File: src/isfd_pkg.sv
// Shared types and constants for the index stream field decoder.
package isfd_pkg;

  localparam int KindW = 3;
  localparam int ValueW = 64;
  localparam int CountW = 4;
  localparam int ShiftW = 6;

  localparam logic [KindW-1:0] KIND_SHORT = 3'd0;
  localparam logic [KindW-1:0] KIND_INT   = 3'd1;
  localparam logic [KindW-1:0] KIND_LONG  = 3'd2;
  localparam logic [KindW-1:0] KIND_VINT  = 3'd3;
  localparam logic [KindW-1:0] KIND_VLONG = 3'd4;

  localparam logic [7:0] GROUP_MASK = 8'h7F;
  localparam logic [7:0] CONT_BIT   = 8'h80;

  localparam logic [CountW-1:0] SHORT_BYTES     = 4'd2;
  localparam logic [CountW-1:0] INT_BYTES       = 4'd4;
  localparam logic [CountW-1:0] LONG_BYTES      = 4'd8;
  localparam logic [CountW-1:0] VINT_MAX_BYTES  = 4'd5;
  localparam logic [CountW-1:0] VLONG_MAX_BYTES = 4'd10;
  localparam logic [CountW-1:0] VAR_MAX_TAKEN   = 4'd9;

  // Decoder state carried between bytes.
  typedef struct packed {
    logic [ValueW-1:0] accumulator;
    logic [CountW-1:0] bytes_taken;
    logic [KindW-1:0]  field_type;
    logic              in_field;
  } state_t;

  // One decoded field.
  typedef struct packed {
    logic              valid;
    logic [ValueW-1:0] value;
    logic [KindW-1:0]  kind;
    logic              overlong;
  } result_t;

endpackage

File: src/isfd_step.sv
// Per-byte field decode: next state and optional result from current state and one byte.
module isfd_step (
  input  isfd_pkg::state_t  state,
  input  logic [7:0]        byte_in,
  input  logic [2:0]        kind,
  output isfd_pkg::state_t  state_next,
  output isfd_pkg::result_t result
);
  import isfd_pkg::*;

  logic              start;
  logic              drop;
  logic [KindW-1:0]  ftype;
  logic [ValueW-1:0] acc0;
  logic [CountW-1:0] cnt0;
  logic [CountW-1:0] cnt1;
  logic [ValueW-1:0] acc1;
  logic [ValueW-1:0] group;
  logic [6:0]        shift_full;
  logic [ShiftW-1:0] shamt;
  logic [CountW-1:0] need;
  logic              done;
  logic              err;

  assign start = !state.in_field;
  assign drop  = start && (kind > KIND_VLONG);
  assign ftype = start ? kind : state.field_type;
  assign acc0  = start ? '0 : state.accumulator;
  assign cnt0  = start ? '0 : state.bytes_taken;
  assign cnt1  = cnt0 + 4'd1;

  // 7 bits per group, least significant group first.
  assign shift_full = 7'(cnt0) * 7'd7;
  assign shamt      = shift_full[ShiftW-1:0];
  assign group      = ValueW'(byte_in & GROUP_MASK);

  always_comb begin
    unique case (ftype)
      KIND_SHORT: need = SHORT_BYTES;
      KIND_INT:   need = INT_BYTES;
      KIND_LONG:  need = LONG_BYTES;
      KIND_VINT:  need = VINT_MAX_BYTES;
      default:    need = VLONG_MAX_BYTES;
    endcase
  end

  always_comb begin
    acc1 = '0;
    done = 1'b0;
    err  = 1'b0;
    if (ftype <= KIND_LONG) begin
      // Big-endian: shift the new byte in at the bottom.
      acc1 = {acc0[ValueW-9:0], byte_in};
      done = (cnt1 >= need);
    end else begin
      acc1 = acc0 | (group << shamt);
      if (ftype == KIND_VINT) begin
        acc1[ValueW-1:32] = '0;
      end
      if ((byte_in & CONT_BIT) == 8'h00) begin
        done = 1'b1;
      end else if (cnt1 >= need) begin
        done = 1'b1;
        err  = 1'b1;
      end
    end
  end

  always_comb begin
    state_next = state;
    result     = '0;
    if (!drop) begin
      state_next.field_type = ftype;
      if (done) begin
        state_next.in_field    = 1'b0;
        state_next.accumulator = '0;
        state_next.bytes_taken = '0;
        result.valid    = 1'b1;
        result.value    = acc1;
        result.kind     = ftype;
        result.overlong = err;
      end else begin
        state_next.in_field    = 1'b1;
        state_next.accumulator = acc1;
        state_next.bytes_taken = cnt1;
      end
    end
  end

endmodule

File: src/index_stream_field_decoder.sv
// Top level of the byte-serial short/int/long/vint/vlong field decoder.
//
// Usage:
//   Feed one stream byte per transaction on the s_axis channel: tdata carries
//   the byte, tuser carries the field kind (0 short, 1 int, 2 long, 3 vint,
//   4 vlong). The kind is sampled only on the first byte of a field; a first
//   byte with an unused kind (5..7) is dropped and the decoder stays idle.
//   Fixed kinds are big-endian and end after 2, 4 or 8 bytes. Variable kinds
//   take 7 bits per byte, low group first, and end at a byte with bit 7 clear,
//   or at the 5th (vint) / 10th (vlong) byte with overlong set.
//   At each field end one transaction leaves on m_axis: tdata is the value
//   zero-extended to 64 bits, tuser holds the kind and the overlong flag.
// Timing:
//   A byte is held in an input register, decoded by one pass of short logic
//   and its result lands in the output register, from which it leaves once
//   the receiver is ready. One byte per cycle is sustained while the
//   receiver keeps up; the single decode pass bounds the rate.
// Reset and stall:
//   rst (synchronous) clears the field state and both valid flags. When the
//   receiver stalls, the pending result holds and the input register fills;
//   s_axis_tready then drops until the output register drains.
module index_stream_field_decoder (
  input  logic        clk,
  input  logic        rst,
  input  logic        s_axis_tvalid,
  output logic        s_axis_tready,
  input  logic [7:0]  s_axis_tdata,   // [7:0] byte_in
  input  logic [2:0]  s_axis_tuser,   // [2:0] kind
  output logic        m_axis_tvalid,
  input  logic        m_axis_tready,
  output logic [63:0] m_axis_tdata,   // [63:0] value
  output logic [3:0]  m_axis_tuser    // [2:0] kind_out, [3] overlong
);
  import isfd_pkg::*;

  // Input register.
  logic             in_valid;
  logic [7:0]       in_byte;
  logic [KindW-1:0] in_kind;

  // Field state.
  state_t state;
  state_t state_next;
  result_t result;

  // Output register.
  logic              out_valid;
  logic [ValueW-1:0] out_value;
  logic [KindW-1:0]  out_kind;
  logic              out_overlong;

  logic advance;
  logic in_take;

  // Decode the held byte when the output register is free or draining.
  assign advance       = in_valid && (!out_valid || m_axis_tready);
  assign s_axis_tready = !in_valid || advance;
  assign in_take       = s_axis_tvalid && s_axis_tready;

  isfd_step u_step (
    .state      (state),
    .byte_in    (in_byte),
    .kind       (in_kind),
    .state_next (state_next),
    .result     (result)
  );

  // Capture incoming bytes; drop the valid flag once the byte is decoded.
  always_ff @(posedge clk) begin
    if (rst) begin
      in_valid <= 1'b0;
    end else if (in_take) begin
      in_valid <= 1'b1;
    end else if (advance) begin
      in_valid <= 1'b0;
    end
  end

  always_ff @(posedge clk) begin
    if (in_take) begin
      in_byte <= s_axis_tdata;
      in_kind <= s_axis_tuser;
    end
  end

  // Advance the field state one byte at a time.
  always_ff @(posedge clk) begin
    if (rst) begin
      state <= '0;
    end else if (advance) begin
      state <= state_next;
    end
  end

  // Load a finished field, or clear once the receiver takes it.
  always_ff @(posedge clk) begin
    if (rst) begin
      out_valid <= 1'b0;
    end else if (advance) begin
      out_valid <= result.valid;
    end else if (m_axis_tready) begin
      out_valid <= 1'b0;
    end
  end

  always_ff @(posedge clk) begin
    if (advance && result.valid) begin
      out_value    <= result.value;
      out_kind     <= result.kind;
      out_overlong <= result.overlong;
    end
  end

  assign m_axis_tvalid = out_valid;
  assign m_axis_tdata  = out_value;
  assign m_axis_tuser  = {out_overlong, out_kind};

  // Idle between fields means a clean accumulator and count.
  a_idle_clean: assert property (@(posedge clk) disable iff (rst)
    !state.in_field |-> (state.accumulator == '0 && state.bytes_taken == '0))
    else $error("idle decoder holds stale field data");

  // A field never keeps more than nine bytes pending.
  a_count_bound: assert property (@(posedge clk) disable iff (rst)
    state.bytes_taken <= VAR_MAX_TAKEN)
    else $error("byte count past variable field limit");

  // A vint in progress never sets bits above 31.
  a_vint_width: assert property (@(posedge clk) disable iff (rst)
    (state.in_field && state.field_type == KIND_VINT) |->
      state.accumulator[ValueW-1:32] == '0)
    else $error("vint accumulator wider than 32 bits");

  // Overlong is only reported for variable kinds.
  a_overlong_kind: assert property (@(posedge clk) disable iff (rst)
    (out_valid && out_overlong) |-> (out_kind == KIND_VINT || out_kind == KIND_VLONG))
    else $error("overlong flag on a fixed-width field");

  // A result never appears without a decoded byte behind it.
  a_result_source: assert property (@(posedge clk) disable iff (rst)
    $rose(out_valid) |-> $past(advance))
    else $error("result appeared without a decode step");

endmodule
File: config.mk
export PLATFORM = sky130hd
export DESIGN_NAME = index_stream_field_decoder
export DESIGN_NICKNAME = d
export VERILOG_FILES = /design/src/isfd_pkg.sv /design/src/isfd_step.sv /design/src/index_stream_field_decoder.sv
export SDC_FILE = /design/constraint.sdc
export NUM_CORES = 1
export LEC_CHECK = 0
export BUFFER_PORTS_ARGS = -buffer_cell sky130_fd_sc_hd__buf_2
export CORE_MARGIN = 2
export CORE_UTILIZATION = 60
export DETAILED_ROUTE_END_ITERATION = 8
export GPL_TIMING_DRIVEN = 0
export PLACE_DENSITY = 0.91
export SYNTH_ARGS = -nofsm -noshare
export SYNTH_HDL_FRONTEND = slang
export SYNTH_SLANG_ARGS = --single-unit
export TNS_END_PERCENT = 5
File: constraint.sdc
create_clock -name clk -period 17.1 [get_ports clk]
set_clock_uncertainty 0.2 [all_clocks]
set_input_delay 2.565 -clock clk [delete_from_list [all_inputs] [get_ports clk]]
set_output_delay 2.565 -clock clk [all_outputs]
set_load 0.02 [all_outputs]
Word-level counts from Yosys, hierarchy flattened
Index checks and enable logic that the tools add are counted.
- output and inout port bits: 70
- word-level logic and storage cells: 58
- input port bits: 15
- flip-flop bits (word level): 153
- add/subtract/negate cells: 1
- $mul: 1
- bitwise logic cells: 3
- order comparisons: 3
- reduce and logical (&&, ||, !) cells: 16
- shift operators: 1
- multiplexer cells: 19
- equal/unequal tests: 3
- operator list (operator ; count):
    two-way mux 69 bit ; 2
    two-way mux 64 bit ; 2
    two-way mux 68 bit ; 1
    bitwise OR 64 bit ; 1
    left shift 7 x 6 -> 64 bit ; 1
    two-way mux 32 bit ; 1
    case mux 4 bit (4 select lines) ; 1
    two-way mux 1 bit ; 10
    zero test 8 bit ; 1
    == test 3 x 2 -> 1 bit (second input constant) ; 2
    multiplier 4 x 3 -> 6 bit (second input constant) ; 1
    adder 4 x 1 -> 4 bit (second input constant) ; 1
    greater-or-equal comparator 4 bit ; 1
    logical AND 1 bit ; 4
    two-way mux 4 bit ; 1
    nonzero test 2 bit ; 2
    OR reduction 4 bit ; 1
    == test 3 x 1 -> 1 bit (second input constant) ; 1
    greater-than comparator 3 bit (second input constant) ; 1
    <= comparator 3 x 2 -> 1 bit (second input constant) ; 1
    zero test 1 bit ; 3
    zero test 3 bit ; 1
    two-way mux 3 bit ; 1
    logical OR 1 bit ; 2
    other kinds (3) ; 4

Logic depth before layout (Yosys ltp)
Gate-level depths: netlist of the first run.
- word-level depth: 10
- depth in mapped cells: 16
- mapped depth without buffers: 12

Cells and area by module
From an unflattened synthesis of the first run, not the netlist that was laid out.
- cells, all modules: 1046
- area total of the unflattened synthesis: 9579.2 µm²
- modules (own cells, without submodules) (module ; cells an instance ; seq. area each (µm²) ; area each (µm²) ; instances):
    index_stream_field_decoder ; 404 ; 3853.7 ; 5766.8 ; 1
    isfd_step ; 642 ; 0.0 ; 3812.4 ; 1

Worst setup path after synthesis of the first run
Ideal clock, no wire load.
- path kind: in2reg
- start point: input port m_axis_tready
- end point: register out_value[0] (netlist: m_axis_tdata[0]), enable pin
- data required time: 16.406 ns
- path slack: 10.760 ns
- setup time: 0.494 ns
- buffers on the path: 0
- arrival: 5.646 ns
- stages on the path: 3
- cell sequence: nor2b_1 nand2b_1 nor2_1
- cells in the longest elaborated chain, start to end: 3
- ends and longest elaborated chain (item ; line ; source):
    start, declared ; index_stream_field_decoder.sv:30 ; input logic m_axis_tready,
    logical OR 1 bit ; index_stream_field_decoder.sv:56 ; assign advance = in_valid && (!out_valid || m_axis_tready);
    logical AND 1 bit ; index_stream_field_decoder.sv:56 ;
    logical AND 1 bit ; index_stream_field_decoder.sv:107 ; if (advance && result.valid) begin
    end signal, assigned ; index_stream_field_decoder.sv:108 ; out_value <= result.value;
    end, declared ; index_stream_field_decoder.sv:48 ; logic [ValueW-1:0] out_value;
Every way passes these cells.
A chain may end at the register's enable or synchronous reset.

Worst setup path in the final report of the first run
- start point: input port m_axis_tready
- end point: output port s_axis_tready
- cells in the longest elaborated chain, start to end: 3
- ends and longest elaborated chain (item ; line ; source):
    logical OR 1 bit ; index_stream_field_decoder.sv:56 ;
    logical AND 1 bit ; index_stream_field_decoder.sv:56 ;
    logical OR 1 bit ; index_stream_field_decoder.sv:57 ; assign s_axis_tready = !in_valid || advance;
    end, declared ; index_stream_field_decoder.sv:26 ; output logic s_axis_tready,
Every way passes these cells.

==> results.json, run 1 <==
{
  "slowest_delay_ns": 0.21,
  "critPathSlowestCell": "nor2b_1",
  "cts_hold_buf": 0,
  "powerDensity_nw_per_um2": 96.1,
  "yosysTopAreaCell": "edfxtp_1",
  "syn_nets": 815,
  "fin_tns_setup_ns": 0,
  "avgSynthCellArea_um2": 9.49,
  "clock_tree.buffer_depth": 2,
  "crit_path_end": "s_axis_tready",
  "fp-row-count": 40,
  "cp.required_ns": 14.34,
  "antenna_found_initial": 1,
  "drc": 0,
  "critPathLaunch": "m_axis_tready",
  "hold_viol_final": 0,
  "synth_cell_types": 74,
  "antenna_cells": 0,
  "crit_path_cell_trace": "buf_2 -> nor2b_1 -> nand2_1 -> buf_2",
  "grt-ovfl-total": 0,
  "synth-simple-area-share": 0.179,
  "start_util": 0.618,
  "num_io_pins": 85,
  "tightest_slew_ns": 1.11,
  "status": "complete, no violations",
  "syn_inst": 789,
  "whs_ns": 0.254,
  "avgRoutedWirePerCell_um": 21.7,
  "insertion_delay_ns": 0.44,
  "drtAntennaViolNets": 0,
  "cts_made_buffers": 17,
  "start_kind": "primary input",
  "io_buffers": 84,
  "synth_top_flop_cell": "edfxtp_1",
  "cp_max_fo": 4,
  "n_fill_cell": 881,
  "rr_startpoint": "state[0]$_SDFFE_PP0P_",
  "die-area_um2": 13400,
  "cap_violations": 0,
  "drive_above_1_share": 0.185,
  "reg2reg_depth": 13,
  "cts_tree": "built",
  "syn_area_um2": 7490,
  "postSynth.asyncResetShare": 0,
  "vdd_drop_max_mv": 0.0824,
  "crit_type": "primary input to output port",
  "grt_start_max_net_pins": 38,
  "synth-adder-area-share": 0.0194,
  "die_h_um": 116,
  "synth-xor-area-share": 0.00351,
  "vias": 6994,
  "max-slew-margin-rel": 0.259,
  "synth_edf_count": 79,
  "cp-end-kind": "output port",
  "rsz0062_at_grt": "false",
  "cts_sinks": 153,
  "place_congestion": 0.986,
  "hp-class": "flip-flop to flip-flop",
  "r2r_slack_ns": 11.60,
  "synth_top_family_by_area": "compound AO/OA/AOI/OAI gates",
  "die_width_um": 116,
  "min_period_ns": 5.88,
  "finalCritPeriodShare": 0.344,
  "crit_arrival_ns": 3.12,
  "clk_pin_slew_worst_paths_ns": 0.05,
  "slew_viol_final": 0,
  "grt_pass1_wl_um": 35400,
  "worst-path-stages": 4,
  "path_buf_inv": 2,
  "cts_setup_buffers": 0,
  "grtUsageTotal": 0.358,
  "synth_compound_area_frac": 0.228,
  "via_per_inst": 6.51,
  "ys_warn_count": 0,
  "firstDrtPassIters": 9,
  "nets": 919,
  "area_growth_pct": 16.5,
  "synth_area_leaders": "edfxtp_1 (32%), dfxtp_1 (20%), nand2_1 (7.2%)",
  "grt_pass1_vias": 6477,
  "wirelength_um": 23300,
  "setup-violations-final": 0,
  "htree_levels": 4,
  "cpMostUsedCell": "buf_2",
  "synth_mux_area_frac": 0.0152,
  "dpl.hpwl_um": 16500,
  "core-area_um2": 12100,
  "p_leak_nw": 3.01,
  "ys_seq_area_frac": 0.514,
  "critPathTopFamily": "simple AND/OR/NAND/NOR gates",
  "max_clock_freq_ghz": 0.170,
  "drtIter0Drc": 1164,
  "cts_resized": 0,
  "netlist.area_leader.share": 0.317,
  "ys_seq_elements": 153,
  "cts_root_buffer": "clkbuf_16",
  "reg2reg_to": "m_axis_tdata[48]$_SDFFCE_PP0P_"
}
[cells by family (layout without fill, tap and decap cells)]
kind of cell | count (synthesis) | count (layout)
and+or+nand+nor | 304 | 304
AOI/OAI and AO/OA | 247 | 247
muxes | 10 | 10
xor gates and xnor gates | 3 | 3
adders and majority gates | 11 | 11
buffers and inverters | 61 | 178
DFF | 153 | 153
[cell usage in the layout, fill, tap and decap left out, drive strengths merged, types with 12 or more instances in the layout]
cell / n
dfxtp: 74
nor3: 12
nand2: 144
o21ai: 60
edfxtp: 79
buf: 111
clkbuf: 52
a222oi: 15
nor2: 92
a21oi: 74
and2: 15
[layer usage]
metal / wire length [um] / share of wire / vias to the layer above / GRT usage
met2: 10300 / 0.44 / 501 / 0.532
met4: 1410 / 0.061 / 0 / 0.221
met5: 0 / 0 / - / 0
met1: 8990 / 0.38 / 3279 / 0.463
met3: 2650 / 0.11 / 114 / 0.106
li1: - / - / 3100 / -
[where the power goes]
group	internal (mW)	switching [mW]
registers	0.392	0.00513
logic	0.0193	0.0549
clock network	0.217	0.149
total	0.629	0.210
[worst min-delay path: stages, from the launching register on]
cell and delay (ns):
dfxtp_1 0.31, nand2_1 0.05, o21ai_1 0.05
[layout make-up]
type                       count  area (um2)  area share
clock inverter                 8        85.1     0.00975
sequential                   153        3850       0.442
buffer                        54         273      0.0313
inverter                       7        28.8     0.00330
clock buffer                  24         493      0.0565
tap                          168         210      0.0241
multi-input combinational    575        3340       0.383
timing repair buffer          85         440      0.0505
[cells in the mapped netlist (all sizes together), types with 2 or more instances]
cell type,number
a211oi,6
a21o,3
a21oi,74
a221oi,2
a222oi,15
a22o,11
a22oi,10
a2bb2oi,2
a31oi,9
a32oi,4
a41oi,2
and2,15
and3,4
buf,26
clkbuf,28
dfxtp,74
edfxtp,79
ha,10
inv,7
mux2i,9
nand2,144
nand2b,11
nand3,11
nand3b,2
nand4b,2
nor2,92
nor3,12
nor4,3
o21a,6
o21ai,60
o221ai,3
o22a,4
o22ai,11
o2bb2ai,7
o31ai,9
o32a,3
o32ai,2
or2,4
xnor2,2
[worst min path at each step]
| stage | startpoint | endpoint | slack [ns] | cells past startpoint |
|---|---|---|---|---|
| floorplan | state[70]$_SDFFE_PP0P_ | state[70]$_SDFFE_PP0P_ | 0.23 | 2 |
| global placement | state[67]$_SDFFE_PP0P_ | state[67]$_SDFFE_PP0P_ | 0.24 | 2 |
| detailed placement | state[65]$_SDFFE_PP0P_ | state[65]$_SDFFE_PP0P_ | 0.24 | 2 |
| CTS | state[65]$_SDFFE_PP0P_ | state[65]$_SDFFE_PP0P_ | 0.25 | 2 |
| global route | state[64]$_SDFFE_PP0P_ | state[64]$_SDFFE_PP0P_ | 0.28 | 2 |
| finish | state[65]$_SDFFE_PP0P_ | state[65]$_SDFFE_PP0P_ | 0.25 | 2 |
[sequential cells by signal, summed over array words and instances (netlist names)]
signal	cells
state	72
out_overlong	1
m_axis_tdata	64
in_valid	1
m_axis_tvalid	1
in_byte	8
out_kind	3
in_kind	3
[per-stage QoR]
stage          total power [mW]  worst slack [ns]  instances  area (um2)   util
2_1_floorplan             0.451             10.76        789        7490      -
3_3_place_gp              0.474              8.83       1041        8120  0.671
3_5_place_dp              0.476             11.21       1042        8150  0.673
4_1_cts                   0.834             11.21       1074        8730  0.721
5_1_grt                   0.856             11.12       1074        8730  0.721
6_report                  0.838             11.22       1074        8730  0.721
Note: power is estimated with default switching activity, not from simulation.
==> run 2: changes to the inputs <==
--- a/config.mk
+++ b/config.mk
@@ -5,12 +5,13 @@
 export SDC_FILE = /design/constraint.sdc
 export NUM_CORES = 1
 export LEC_CHECK = 0
+export ABC_AREA = 1
 export BUFFER_PORTS_ARGS = -buffer_cell sky130_fd_sc_hd__buf_2
 export CORE_MARGIN = 2
-export CORE_UTILIZATION = 60
+export CORE_UTILIZATION = 59
 export DETAILED_ROUTE_END_ITERATION = 8
 export GPL_TIMING_DRIVEN = 0
-export PLACE_DENSITY = 0.91
+export PLACE_DENSITY = 0.89
 export SYNTH_ARGS = -nofsm -noshare
 export SYNTH_HDL_FRONTEND = slang
 export SYNTH_SLANG_ARGS = --single-unit
==> constraint.sdc (replaced) <==
create_clock -name clk -period 5.7 [get_ports clk]
set_clock_uncertainty 0.2 [all_clocks]
set_input_delay 0.855 -clock clk [delete_from_list [all_inputs] [get_ports clk]]
set_output_delay 0.855 -clock clk [all_outputs]
set_load 0.02 [all_outputs]
==> run 2 against run 1 <==
  * Final area rose by 6.5%
  * Worst hold slack improved by 0.0094 ns
  * Non-clock buffer count up 18
  * Critical endpoint is now m_axis_tdata[59]$_SDFFCE_PP0P_
  * Global-route usage decreased by 0.38 points
  * Cell count is 29% higher
  * Largest power group unchanged
  * Combinational power increased to 5.0 times the previous value
  * Via count is 18% higher
  * Worst setup slack got worse by 9.9 ns
  * Sequential cell count is the same
  * First-iteration DRC count rose by 15%
==> results.json, run 2 <==
{
  "synth_area_leaders": "edfxtp_1 (29%), nand2_1 (19%), dfxtp_1 (18%)",
  "antenna_cells": 0,
  "setup_slack_ns": 1.27,
  "status": "complete, no violations",
  "dpl.hpwl_um": 18200,
  "wirelength_um": 25300,
  "vdd_drop_max_mv": 0.188,
  "place_worst_setup_slack_ns": 1.42,
  "ys_seq_area_frac": 0.478,
  "yosys-top-cells-count": "nand2_1 (413), nand3_1 (136), a21oi_1 (109)",
  "synth-xor-area-share": 0.00217,
  "largest_reg_flops": 72,
  "die-area_um2": 14600,
  "yosysTopAreaCell": "edfxtp_1",
  "ys_warn_count": 0,
  "multi_input_area_um2": 3710,
  "n_fill_cell": 1108,
  "area_growth_pct": 15.2,
  "start_util": 0.607,
  "clock_tree.buffer_depth": 2,
  "cts_sinks": 153,
  "drc": 0,
  "p_leak_nw": 3.98,
  "die_width_um": 121,
  "max_clock_freq_ghz": 0.226,
  "crit_arrival_ns": 4.38,
  "final_cell_mix": "nand2_1 (413), nand3_1 (136), a21oi_1 (109), buf_2 (95), edfxtp_1 (79)",
  "cts_made_buffers": 17,
  "hold_start": "state[1]$_SDFFE_PP0P_",
  "synth-adder-area-share": 0.0180,
  "clk_pin_slew_worst_paths_ns": 0.06,
  "hp-class": "flip-flop to flip-flop",
  "synth-simple-area-share": 0.333,
  "antenna_found_initial": 0,
  "cts_resized": 0,
  "critPathLaunch": "state[0]$_SDFFE_PP0P_",
  "largest-register": "state",
  "grt_pass1_vias": 7485,
  "r2r_slack_ns": 1.27,
  "nets": 1218,
  "reg2reg_depth": 18,
  "syn_nets": 1115,
  "synth_top_flop_cell": "edfxtp_1",
  "io_buffers": 83,
  "cts_setup_buffers": 0,
  "cts_hold_buf": 0,
  "drtIter0Drc": 1334,
  "grt-ovfl-total": 0,
  "cap_violations": 0,
  "drive_above_1_share": 0.127,
  "finalCritPeriodShare": 0.776,
  "min_period_ns": 4.43,
  "cp.required_ns": 5.65,
  "synth_top_family_by_area": "simple AND/OR/NAND/NOR gates",
  "synth_mux_area_frac": 0,
  "insertion_delay_ns": 0.44,
  "grtUsageTotal": 0.355,
  "htree_levels": 4,
  "cts_tree": "built",
  "cts_root_buffer": "clkbuf_16",
  "avgRoutedWirePerCell_um": 18.3,
  "cp-end-kind": "flip-flop",
  "seq_area_um2": 3850,
  "final_common_cell": "nand2_1",
  "reg2reg_to": "m_axis_tdata[59]$_SDFFCE_PP0P_",
  "fp-row-count": 42,
  "postSynth.asyncResetShare": 0,
  "place_congestion": 1.04,
  "grt_start_max_net_pins": 40,
  "netlist.area_leader.share": 0.294,
  "slew_viol_final": 0,
  "drtAntennaViolNets": 0,
  "crit_type": "flip-flop to flip-flop",
  "firstDrtPassIters": 6,
  "num_io_pins": 85,
  "die_h_um": 121,
  "tightest_slew_ns": 0.969,
  "synth_edf_count": 79,
  "grt_pass1_wl_um": 39100,
  "ys_seq_elements": 153,
  "rsz0062_at_grt": "false",
  "start_kind": "flip-flop",
  "avgSynthCellArea_um2": 7.41,
  "crit_path_end": "m_axis_tdata[59]$_SDFFCE_PP0P_",
  "core-area_um2": 13300,
  "hold_viol_final": 0,
  "syn_inst": 1089,
  "via_per_inst": 5.97,
  "cp_max_fo": 10,
  "vias": 8248,
  "powerDensity_nw_per_um2": 288,
  "max-slew-margin-rel": 0.353,
  "rr_startpoint": "state[0]$_SDFFE_PP0P_",
  "fin_tns_setup_ns": 0,
  "synth_compound_area_frac": 0.106,
  "synth_most_common_cell": "nand2_1",
  "setup-violations-final": 0,
  "syn_area_um2": 8070,
  "power_mw": 2.68,
  "synth_cell_types": 39
}
-- run 2: worst max-delay path, stage by stage, from the launching register on --
cell and delay [ns]:
dfxtp_1 0.31, buf_6 0.14, inv_2 0.05, nand2_1 0.08, nand2_2 0.23, clkbuf_1 0.51
inv_1 0.17, nand2_1 0.17, nor2_1 0.07, ha_1 0.31, inv_1 0.06, nand2_1 0.04
a21oi_1 0.13, nor2_1 0.05, o21ai_0 0.29, o211ai_4 0.23, nand2_1 0.36, clkbuf_1 0.58
nor2_1 0.15
-- run 2: metrics by stage --
step | cell area [um2] | utilization | hold WS, ns | instances
global route | 9300 | 0.699 | 0.282 | 1381
floorplan | 8070 | - | 0.229 | 1089
finish | 9300 | 0.699 | 0.264 | 1381
CTS | 9300 | 0.699 | 0.259 | 1381
detailed placement | 8730 | 0.657 | 0.251 | 1349
global placement | 8710 | 0.655 | 0.239 | 1348
-- run 2: final cells by class --
cell class,count,share of cell area
Tap cell,176,0.0237
Inverter,47,0.0190
Sequential cell,153,0.415
Buffer,73,0.0359
Timing Repair Buffer,84,0.0468
Multi-Input combinational cell,816,0.400
Clock inverter,13,0.0139
Clock buffer,19,0.0466
-- run 2: worst min-delay path by stage --
stage	end	depth (start not counted)
floorplan	state[1]$_SDFFE_PP0P_	2
global placement	state[2]$_SDFFE_PP0P_	2
finish	state[1]$_SDFFE_PP0P_	2
CTS	state[1]$_SDFFE_PP0P_	2
detailed placement	state[1]$_SDFFE_PP0P_	2
global route	state[24]$_SDFFE_PP0P_	2
-- run 2: logic make-up after synthesis --
family,Yosys count
buffers and inverters,120
flip-flops,153
XOR/XNOR,2
AO/OA/AOI/OAI,158
AND/OR/NAND/NOR,645
adder cells (fa/ha/maj),11
-- run 2: routing by layer --
layer / up-vias / global-route usage / wire (um)
met5: - / 0 / 0
met4: 0 / 0.150 / 1050
met3: 92 / 0.106 / 2810
met2: 527 / 0.543 / 11500
met1: 3800 / 0.468 / 10000
li1: 3829 / - / -
-- run 2: report_power, final --
group	leakage, nW	internal [mW]	total, mW	switching (mW)
clock	0.262	0.638	1.10	0.460
sequential	1.37	1.19	1.21	0.0151
combinational	2.34	0.0907	0.369	0.279
total	3.98	1.92	2.68	0.754
